## src/rtl/assert_macros.svh

```systemverilog
// Assertion macros shared by the decoder RTL.
`ifndef ASSERT_MACROS_SVH
`define ASSERT_MACROS_SVH

// Property checked at every clock edge outside reset.
`define DNP_ASSERT(lbl, clk, rst_n, prop, msg) \
  lbl: assert property (@(posedge clk) disable iff (!rst_n) (prop)) else $error(msg);

// Condition in one cycle implies a consequence in the next cycle.
`define DNP_ASSERT_NEXT(lbl, clk, rst_n, pre, post, msg) \
  lbl: assert property (@(posedge clk) disable iff (!rst_n) (pre) |=> (post)) else $error(msg);

`endif

```

## src/rtl/dnp_pkg.sv

```systemverilog
// Types and constants of the delta nibble PCM decoder.
package dnp_pkg;

  localparam int unsigned TableEntries = 16;
  localparam int unsigned IdxW         = $clog2(TableEntries);
  localparam int unsigned CntW         = IdxW + 1;
  localparam int unsigned SampleW      = 8;

  localparam logic [SampleW-1:0] SilenceLevel = 8'h80;

  // Delta pair fetched for one coded byte.
  typedef struct packed {
    logic               restart;
    logic [SampleW-1:0] delta_hi;
    logic [SampleW-1:0] delta_lo;
  } dnp_pair_t;

endpackage

```

## src/rtl/dnp_if.sv

```systemverilog
// Valid/ready channel interfaces for the decoder input bytes and output samples.
interface dnp_in_if;
  logic       valid;
  logic       ready;
  logic [7:0] data_byte;
  logic       block_start;

  modport source (output valid, output data_byte, output block_start, input ready);
  modport sink   (input valid, input data_byte, input block_start, output ready);
endinterface

interface dnp_out_if;
  logic       valid;
  logic       ready;
  logic [7:0] pcm_sample;
  logic       pair_last;

  modport source (output valid, output pcm_sample, output pair_last, input ready);
  modport sink   (input valid, input pcm_sample, input pair_last, output ready);
endinterface

```

## src/rtl/dnp_emit.sv

```systemverilog
// Output stage: accumulates the running sample and emits two samples per coded byte.
`include "assert_macros.svh"

module dnp_emit (
  input  logic               clk_i,
  input  logic               rst_ni,
  input  logic               pair_vld_i,
  input  dnp_pkg::dnp_pair_t pair_i,
  output logic               pair_rdy_o,
  dnp_out_if.source          out_o
);
  import dnp_pkg::*;

  logic               out_vld_q, out_vld_d;
  logic [SampleW-1:0] out_sample_q, out_sample_d;
  logic               out_last_q, out_last_d;
  logic               lo_pend_q, lo_pend_d;
  logic [SampleW-1:0] lo_delta_q, lo_delta_d;
  logic [SampleW-1:0] run_q, run_d;
  logic [SampleW-1:0] base;
  logic [SampleW-1:0] sum_hi;
  logic [SampleW-1:0] sum_lo;
  logic               out_fire;
  logic               take;

  assign out_fire   = out_vld_q && out_o.ready;
  assign pair_rdy_o = !lo_pend_q && (!out_vld_q || out_o.ready);
  assign take       = pair_vld_i && pair_rdy_o;

  assign base   = pair_i.restart ? SilenceLevel : run_q;
  assign sum_hi = base + pair_i.delta_hi;
  assign sum_lo = run_q + lo_delta_q;

  always_comb begin
    out_vld_d    = out_vld_q;
    out_sample_d = out_sample_q;
    out_last_d   = out_last_q;
    lo_pend_d    = lo_pend_q;
    lo_delta_d   = lo_delta_q;
    run_d        = run_q;
    if (take) begin
      out_vld_d    = 1'b1;
      out_sample_d = sum_hi;
      out_last_d   = 1'b0;
      lo_pend_d    = 1'b1;
      lo_delta_d   = pair_i.delta_lo;
      run_d        = sum_hi;
    end else if (out_fire && lo_pend_q) begin
      out_sample_d = sum_lo;
      out_last_d   = 1'b1;
      lo_pend_d    = 1'b0;
      run_d        = sum_lo;
    end else if (out_fire) begin
      out_vld_d = 1'b0;
    end
  end

  always_ff @(posedge clk_i or negedge rst_ni) begin
    if (!rst_ni) begin
      out_vld_q <= 1'b0;
      lo_pend_q <= 1'b0;
      run_q     <= SilenceLevel;
    end else begin
      out_vld_q <= out_vld_d;
      lo_pend_q <= lo_pend_d;
      run_q     <= run_d;
    end
  end

  always_ff @(posedge clk_i) begin
    out_sample_q <= out_sample_d;
    out_last_q   <= out_last_d;
    lo_delta_q   <= lo_delta_d;
  end

  assign out_o.valid      = out_vld_q;
  assign out_o.pcm_sample = out_sample_q;
  assign out_o.pair_last  = out_last_q;

  `DNP_ASSERT(a_pend_shows_hi, clk_i, rst_ni, !lo_pend_q || (out_vld_q && !out_last_q), "low sample pending without high sample shown")
  `DNP_ASSERT_NEXT(a_take_hi, clk_i, rst_ni, take, out_vld_q && !out_last_q && lo_pend_q, "pair taken but high sample not presented")
  `DNP_ASSERT_NEXT(a_hi_then_lo, clk_i, rst_ni, out_fire && lo_pend_q, out_vld_q && out_last_q && !lo_pend_q, "low sample did not follow high sample")

endmodule

```

## src/rtl/delta_nibble_pcm_decoder.sv

```systemverilog
// Top level of the 4-bit table-driven delta PCM decoder.
//
// The decoder takes one byte per input transaction. The first 16 bytes of a
// block (block_start high on the first) load the delta table and produce no
// output; every later byte yields two 8-bit unsigned samples, high nibble
// first, the second marked with pair_last. The running sample restarts at 128
// at each block. Bytes before the first block start load the table as if a
// block had begun. A coded byte occupies the output register for both of its
// samples, one after the other; the output stage takes the next coded byte
// only once the output is empty or its low sample is being accepted, so the
// single-sample output channel limits the coded-byte rate. A coded byte's
// first sample goes through the registered table read, then the accumulate.
// There is no clearing pass after reset.
`include "assert_macros.svh"

module delta_nibble_pcm_decoder (
  input  logic     clk_i,
  input  logic     rst_ni,
  dnp_in_if.sink   in_i,
  dnp_out_if.source out_o
);
  import dnp_pkg::*;

  // Table fill state: count of bytes loaded in this block, 0..16.
  logic [CntW-1:0] fill_q, fill_d;
  logic [CntW-1:0] eff_cnt;
  logic            load;
  logic            in_fire;

  // Running-sample restart owed to the next coded byte.
  logic            restart_q, restart_d;

  // Delta table, one write port, two registered read ports.
  logic [SampleW-1:0] table_mem [TableEntries];

  // Read stage between table and output stage.
  logic            a_vld_q, a_vld_d;
  dnp_pair_t       a_pair_q;
  logic            a_take;

  logic [IdxW-1:0] hi_idx;
  logic [IdxW-1:0] lo_idx;

  assign eff_cnt = in_i.block_start ? '0 : fill_q;
  assign load    = !eff_cnt[IdxW];
  assign in_fire = in_i.valid && in_i.ready;
  assign hi_idx  = in_i.data_byte[7:4];
  assign lo_idx  = in_i.data_byte[3:0];

  assign in_i.ready = !a_vld_q || a_take;

  always_comb begin
    fill_d    = fill_q;
    restart_d = restart_q;
    a_vld_d   = a_vld_q;
    if (a_take) begin
      a_vld_d = 1'b0;
    end
    if (in_fire) begin
      if (load) begin
        fill_d = eff_cnt + CntW'(1);
        if (in_i.block_start) begin
          restart_d = 1'b1;
        end
      end else begin
        fill_d    = eff_cnt;
        restart_d = 1'b0;
        a_vld_d   = 1'b1;
      end
    end
  end

  always_ff @(posedge clk_i or negedge rst_ni) begin
    if (!rst_ni) begin
      fill_q    <= '0;
      restart_q <= 1'b0;
      a_vld_q   <= 1'b0;
    end else begin
      fill_q    <= fill_d;
      restart_q <= restart_d;
      a_vld_q   <= a_vld_d;
    end
  end

  // Table write on load bytes; both deltas read on coded bytes.
  always_ff @(posedge clk_i) begin
    if (in_fire && load) begin
      table_mem[eff_cnt[IdxW-1:0]] <= in_i.data_byte;
    end
    if (in_fire && !load) begin
      a_pair_q.restart  <= restart_q;
      a_pair_q.delta_hi <= table_mem[hi_idx];
      a_pair_q.delta_lo <= table_mem[lo_idx];
    end
  end

  dnp_emit u_emit (
    .clk_i      (clk_i),
    .rst_ni     (rst_ni),
    .pair_vld_i (a_vld_q),
    .pair_i     (a_pair_q),
    .pair_rdy_o (a_take),
    .out_o      (out_o)
  );

  `DNP_ASSERT(a_fill_bound, clk_i, rst_ni, fill_q <= CntW'(TableEntries), "table fill count beyond table size")
  `DNP_ASSERT_NEXT(a_coded_enters, clk_i, rst_ni, in_fire && !load, a_vld_q, "coded byte did not reach the read stage")
  `DNP_ASSERT_NEXT(a_start_restarts, clk_i, rst_ni, in_fire && in_i.block_start, restart_q && fill_q == CntW'(1), "block start did not restart the block")

endmodule

```

## src/flat_wrapper.sv

```systemverilog
// flat-port wrapper written by rule: the top's interface ports become plain ports
module delta_nibble_pcm_decoder_flat import dnp_pkg::*;
  (clk_i, rst_ni, in_i_valid, in_i_data_byte, in_i_block_start, in_i_ready, out_o_valid, out_o_pcm_sample, out_o_pair_last, out_o_ready);
  dnp_in_if in_i_i ();
  dnp_out_if out_o_i ();
  input  logic clk_i;
  input  logic rst_ni;
  input wire logic [$bits(in_i_i.valid)-1:0] in_i_valid;
  input wire logic [$bits(in_i_i.data_byte)-1:0] in_i_data_byte;
  input wire logic [$bits(in_i_i.block_start)-1:0] in_i_block_start;
  output wire logic [$bits(in_i_i.ready)-1:0] in_i_ready;
  output wire logic [$bits(out_o_i.valid)-1:0] out_o_valid;
  output wire logic [$bits(out_o_i.pcm_sample)-1:0] out_o_pcm_sample;
  output wire logic [$bits(out_o_i.pair_last)-1:0] out_o_pair_last;
  input wire logic [$bits(out_o_i.ready)-1:0] out_o_ready;
  assign in_i_i.valid = in_i_valid;
  assign in_i_i.data_byte = in_i_data_byte;
  assign in_i_i.block_start = in_i_block_start;
  assign in_i_ready = in_i_i.ready;
  assign out_o_valid = out_o_i.valid;
  assign out_o_pcm_sample = out_o_i.pcm_sample;
  assign out_o_pair_last = out_o_i.pair_last;
  assign out_o_i.ready = out_o_ready;
  delta_nibble_pcm_decoder u_core (.clk_i(clk_i), .rst_ni(rst_ni), .in_i(in_i_i), .out_o(out_o_i));
endmodule
```

## config.mk

```make
export PLATFORM = sky130hd
export DESIGN_NAME = delta_nibble_pcm_decoder_flat
export DESIGN_NICKNAME = d
export VERILOG_FILES = /design/src/rtl/dnp_pkg.sv /design/src/rtl/dnp_if.sv /design/src/rtl/dnp_emit.sv /design/src/rtl/delta_nibble_pcm_decoder.sv /design/src/flat_wrapper.sv
export VERILOG_INCLUDE_DIRS = /design/src /design/src/rtl
export SDC_FILE = /design/constraint.sdc
export NUM_CORES = 1
export LEC_CHECK = 0
export ABC_AREA = 1
export BUFFER_PORTS_ARGS = -buffer_cell sky130_fd_sc_hd__buf_2
export CAP_MARGIN = 10
export CELL_PAD_IN_SITES_DETAIL_PLACEMENT = 1
export CELL_PAD_IN_SITES_GLOBAL_PLACEMENT = 1
export CORE_MARGIN = 2
export CORE_UTILIZATION = 50
export CTS_CLUSTER_DIAMETER = 120
export DETAILED_ROUTE_END_ITERATION = 10
export PLACE_DENSITY_LB_ADDON = 0.1
export SETUP_SLACK_MARGIN = 0.02
export SKIP_LAST_GASP = 1
export SYNTH_ARGS = -nofsm -noshare
export SYNTH_HDL_FRONTEND = slang
export SYNTH_HIERARCHICAL = 1
export SYNTH_SLANG_ARGS = --single-unit
```

## constraint.sdc

```tcl
create_clock -name clk_i -period 4.5 [get_ports clk_i]
set_input_delay 0.225 -clock clk_i [delete_from_list [all_inputs] [get_ports clk_i]]
set_output_delay 0.225 -clock clk_i [all_outputs]
set_load 0.02 [all_outputs]
```

-- Yosys cells after proc, flatten, opt, wreduce, memory -nomap -nowiden
Memories as Yosys holds them, arrays and structs flattened. A register that Yosys moved wholly into a read port is not among the register bits.
Cells that the tools add are included.
- bits in registers: 35
- RAM bits: 128
- bits of input ports: 13
- logic and storage cells: 50
- memories kept: 1
- memory list (name ; depth ; width ; rd ports ; clocked after Yosys merged registers in ; write ports ; RTL line ; source):
    u_core.table_mem ; 16 ; 8 ; 2 ; 2 ; 1 ; delta_nibble_pcm_decoder.sv:34 ; logic [SampleW-1:0] table_mem [TableEntries];
- add/subtract/negate cells: 3
- equal/unequal tests: 1
- muxes and demuxes: 17
- reductions and logical operators: 18
- operator list (cell ; count):
    8-bit two-way mux ; 3
    8-bit adder ; 2
    1-bit two-way mux ; 12
    5-bit two-way mux ; 2
    1-bit logical AND ; 7
    2-bit nonzero test ; 3
    5-bit by 1-bit adder with 5-bit output, second input constant ; 1
    1-bit logical NOT ; 4
    2-bit AND reduction ; 2
    1-bit logical OR ; 2
    2-bit != test, second input constant ; 1

-- Logic depth before layout (Yosys ltp)
- depth after elaboration: 8
- gate-level depth with buffers: 15

-- By module
Netlist, hierarchy kept.
- by module, submodules not included (module ; instances ; cells each ; area an instance (um2) ; sequential area each (um2)):
    delta_nibble_pcm_decoder ; 1 ; 900 ; 7803.7 ; 4529.3
    dnp_emit ; 1 ; 224 ; 1810.5 ; 752.0

-- Least setup slack after synthesis
No wires, ideal clock.
- kind: register to register
- start: register u_core.u_emit.out_vld_q, in the netlist u_core/u_emit/out_o.valid
- end: register u_core/a_pair_q[0] (netlist name)
- library setup time: 0.392 ns
- data arrival time: 1.703 ns
- required time: 4.108 ns
- slack: 2.405 ns
- cell stages (with the launch flop): 8
- clock period less this slack: 2.095 ns
- path through: dfrtp_1 inv_2 nor2_2 nor2_4 inv_1 nand2_2 nand2_2 nor2_1
- longest elaborated chain between the ends: 6
- RTL lines (what ; RTL line ; source):
    start, declared ; dnp_emit.sv:14 ; logic out_vld_q, out_vld_d;
    start signal, assigned ; dnp_emit.sv:64 ; out_vld_q <= out_vld_d;
    1-bit logical NOT ; dnp_emit.sv:27 ; assign pair_rdy_o = !lo_pend_q && (!out_vld_q || out_o.ready);
    1-bit logical OR ; dnp_emit.sv:27 ;
    1-bit logical AND ; dnp_emit.sv:27 ;
    named net u_core.a_take ; delta_nibble_pcm_decoder.sv:39 ; logic a_take;
    1-bit logical OR ; delta_nibble_pcm_decoder.sv:50 ; assign in_i.ready = !a_vld_q || a_take;
    named net in_i_ready ; flat_wrapper.sv:11 ; output wire logic [$bits(in_i_i.ready)-1:0] in_i_ready;
    1-bit logical AND ; delta_nibble_pcm_decoder.sv:46 ; assign in_fire = in_i.valid && in_i.ready;
    1-bit logical AND ; delta_nibble_pcm_decoder.sv:90 ; if (in_fire && !load) begin
The timed path passes the listed nets, and every way through them passes these cells.
A chain may end at the register's enable or synchronous reset.

-- Final worst setup path
- start: register u_core.u_emit.out_vld_q, in the netlist u_core/u_emit/out_o.valid
- end: memory u_core.table_mem[9][3], enable pin
- longest elaborated chain between the ends: 8
- RTL lines (what ; RTL line ; source):
    1-bit logical NOT ; dnp_emit.sv:27 ;
    1-bit logical OR ; dnp_emit.sv:27 ;
    1-bit logical AND ; dnp_emit.sv:27 ;
    named net u_core.a_take ; delta_nibble_pcm_decoder.sv:39 ;
    1-bit logical OR ; delta_nibble_pcm_decoder.sv:50 ;
    1-bit logical AND ; delta_nibble_pcm_decoder.sv:46 ;
    1-bit logical AND ; delta_nibble_pcm_decoder.sv:87 ; if (in_fire && load) begin
    1-bit two-way mux ; delta_nibble_pcm_decoder.sv:87 ;
    1-bit two-way mux (not written as such) ; delta_nibble_pcm_decoder.sv:88 ; table_mem[eff_cnt[IdxW-1:0]] <= in_i.data_byte;
    end, declared ; delta_nibble_pcm_decoder.sv:34 ;
The timed path passes the listed nets, and every way through them passes these cells.

==> results by group <==
Min path
  • Worst hold path depth: 3
  • Worst hold path class: in -> reg

Synth
  • Syn Nets: 1153
  • Seq cells post-synth: 179
  • Post-synth EDFFs: 161
  • Post-synth top area share: 50.3%
  • Yosys top cell by area: edfxtp_1
  • Top FF cell, synth: edfxtp_1
  • Post-Synthesis Cells: 1124
  • Sequential share of the synthesized area: ~55%
  • Syn avg cell area: 8.55 um^2
  • Post-Syn Area: 9610 um^2
  • Synth area leaders: edfxtp_1 (50%), nand2_1 (14%), nand3_1 (13%), inv_1 (6.9%), dfrtp_1 (4.2%)
  • Async SR Flop Fraction: 9.50%
  • Yosys cell types: 37
  • YS warnings: 6

Timing
  • Worst-Margin Slew: ~1100 ps
  • # setup viols final: 0
  • Highest Clock Rate: 396 MHz
  • Worst Skew: around 9.5 ps
  • Fin crit period: 2530 ps
  • Total Neg Setup Slack: 0 ps
  • Slew Viols, Final: 0
  • Tcrit/Tclk final: 56.2%
  • Final Hold Viols: 0
  • Slew headroom: 24.3%
  • RSZ-0062 raised after global routing: false

Clocking
  • Post-CTS Hold Buffers: 1
  • Root Driver: clkbuf_16
  • Number of buffers created by CTS: 17
  • CTS H-Tree Depth: 4
  • Clk buf depth: 2
  • CTS tree: yes
  • Post-CTS setup buffers: 0
  • Clk_lat worst skew: 440 ps
  • CTS resizes: 0
  • Clock sink count: 179
  • Clk pin slew, worst setup/hold paths: around 70 ps

Die
  • Die width: 143 um
  • I/O pins: 24
  • Die height: 143 um
  • Initial Util: 51.2%
  • # rows: 50
  • Core area: between 15000 and 20000 um^2
  • Die area: 20400 um^2

Pwr
  • Clock share of power: 41.1%
  • Sw frac: 25.2%
  • Worst vdd ir: 0.271 mV
  • Power Internal: between 2 and 3 mW
  • Sequential power share: 49.3%
  • Leakage: 4.70 nW
  • Comb power frac: 9.6%
  • Switching power of the nets: around 950 uW
  • PwrDens: 365 nW/um^2

Cells and area
  • Antenna diodes: 0
  • Share of layout cells above drive strength 1: under 10%
  • Final core occ: 55.1%
  • Final net count: about 1200
  • Commonest non-fill, non-tap cell in the layout: nand2_1
  • Area Growth Syn to Fin: 7.54%
  • Design area: 10300 um^2
  • Commonest non-fill, non-tap cells in the layout: nand2_1 (355), nand3_1 (245), inv_1 (178)

Drt
  • Routed length per placed instance: 21.0 um
  • Vias: 7823
  • Post-route ant nets: 0
  • Drc violations: 0
  • DR iter-0 viols: between 700 and 800
  • Routed Wire Length: 28.8 mm
  • Post-DR vias/cell: 5.71
  • Drt pass-1 iters: 5

Placement
  • Routability cong.: 0.842
  • Dpl cell area: 9730 um^2
  • IO buf count: 23
  • HPWL after detailed placement: 18.7 mm

Critical path
  • Crit-path max FO: 10
  • Reg2Reg Depth: 11
  • WS Path Type: reg -> reg
  • CP Capture Type: register
  • Crit path required time: 4550 ps
  • CP startpoint kind: register
  • Critical Path AT: 2580 ps

GRT
  • Vias in the first global route: 8071
  • Initial antenna violation count: 0
  • Gr ovfl total: 0
  • Largest net degree at the start of global routing: 81
  • Total Routing Usage GR: 29.9%
  • Global-route wire length before repair: around 45 mm

Outcome
  • Status: completed

Flow run
  • Max Cap Violations: 0
[routing by layer]
layer	GRT usage (%)	share of wire [%]	routed length (um)
met4	11.2	3.3	950
met5	0	0	0
met2	48.6	48	13700
met1	40.0	43	12300
met3	5.73	6.3	1820
[area by class of cell]
type / count / area, um^2
clock inverter: 14 / 175
sequential: 179 / 5280
tap: 234 / 293
clock buffer: 17 / 425
fill: 2261 / 8430
inverter: 187 / 702
multi-input combinational: 707 / 3280
timing repair buffer: 32 / 185
[cell usage after synthesis, types with 3 or more instances]
cell type	n
nand3b_1	4
nor2_1	37
a21oi_1	5
nand2_2	4
nand2_1	355
buf_4	7
or2_1	4
buf_2	32
inv_1	178
edfxtp_1	161
ha_1	14
o21ai_1	6
nand3_2	4
nand3_1	245
inv_2	9
buf_6	10
and2_1	3
dfrtp_1	16
o21ai_0	8
or2_2	3
[power by group through the flow]
stage / Clock [mW] / Sequential [mW] / Combinational, mW
6_report: 1.55 / 1.86 / 0.361
5_1_grt: 1.63 / 1.86 / 0.396
4_1_cts: 1.57 / 1.86 / 0.357
3_5_place_dp: 0 / 1.90 / 0.351
3_3_place_gp: 0 / 1.90 / 0.343
2_1_floorplan: 0 / 1.89 / 0.237
[flip-flops by register name, indices dropped and copies added (netlist names), 5 cells and up]
| signal | flops |
|---|---|
| u_core/a_pair_q | 17 |
| u_core/fill_q | 5 |
| u_core/u_emit/out_o.pcm_sample | 8 |
| u_core/u_emit/lo_delta_q | 8 |
| u_core/u_emit/run_q | 8 |
| u_core/table_mem | 128 |
[critical path, cell delays in order, from the launching register on]
cell,delay [ps]
dfrtp_1,400
inv_2,80
nor2_2,50
nor2_4,90
inv_1,60
nand2_2,80
nand2_2,70
inv_2,140
nand2_1,120
inv_2,120
nand3_2,120
nor2_1,800
[per-stage QoR]
stage | hold WS (ps) | std cells | setup WS (ps) | power [mW]
floorplan | -70.6 | 1124 | 2400 | 2.13
global placement | 199 | 1338 | 2160 | 2.24
detailed placement | 202 | 1338 | 2090 | 2.25
CTS | 83.9 | 1370 | 2020 | 3.79
global route | 133 | 1370 | 1870 | 3.89
finish | 98.1 | 1370 | 1970 | 3.77
[cells by family (layout without fill, tap and decap cells)]
logic type | count (synthesis) | after routing | share of synthesized area (%)
simple gates | 668 | 668 | 30.5
buf+inv | 238 | 250 | 11.0
flops | 179 | 179 | 54.9
compound gates | 21 | 21 | 1.15
fa+ha+maj | 16 | 16 | 2.24
xor+xnor | 2 | 2 | 0.182
[worst paths after layout]
path	slack, ps	to	start
worst max-delay path	1970	u_core/table_mem[9][3]	u_core/u_emit/out_o.valid
worst min-delay path	100	u_core/a_vld_q	in_i_valid
worst max register to register	1970	u_core/table_mem[9][3]	u_core/u_emit/out_o.valid
worst min register to register	420	u_core/u_emit/lo_delta_q[2]	u_core/a_pair_q[2]
max in group asynchronous	3890	u_core/u_emit/run_q[7]	rst_ni
min in group asynchronous	270	u_core/u_emit/run_q[5]	rst_ni
Power figures use the tool's default switching activity.
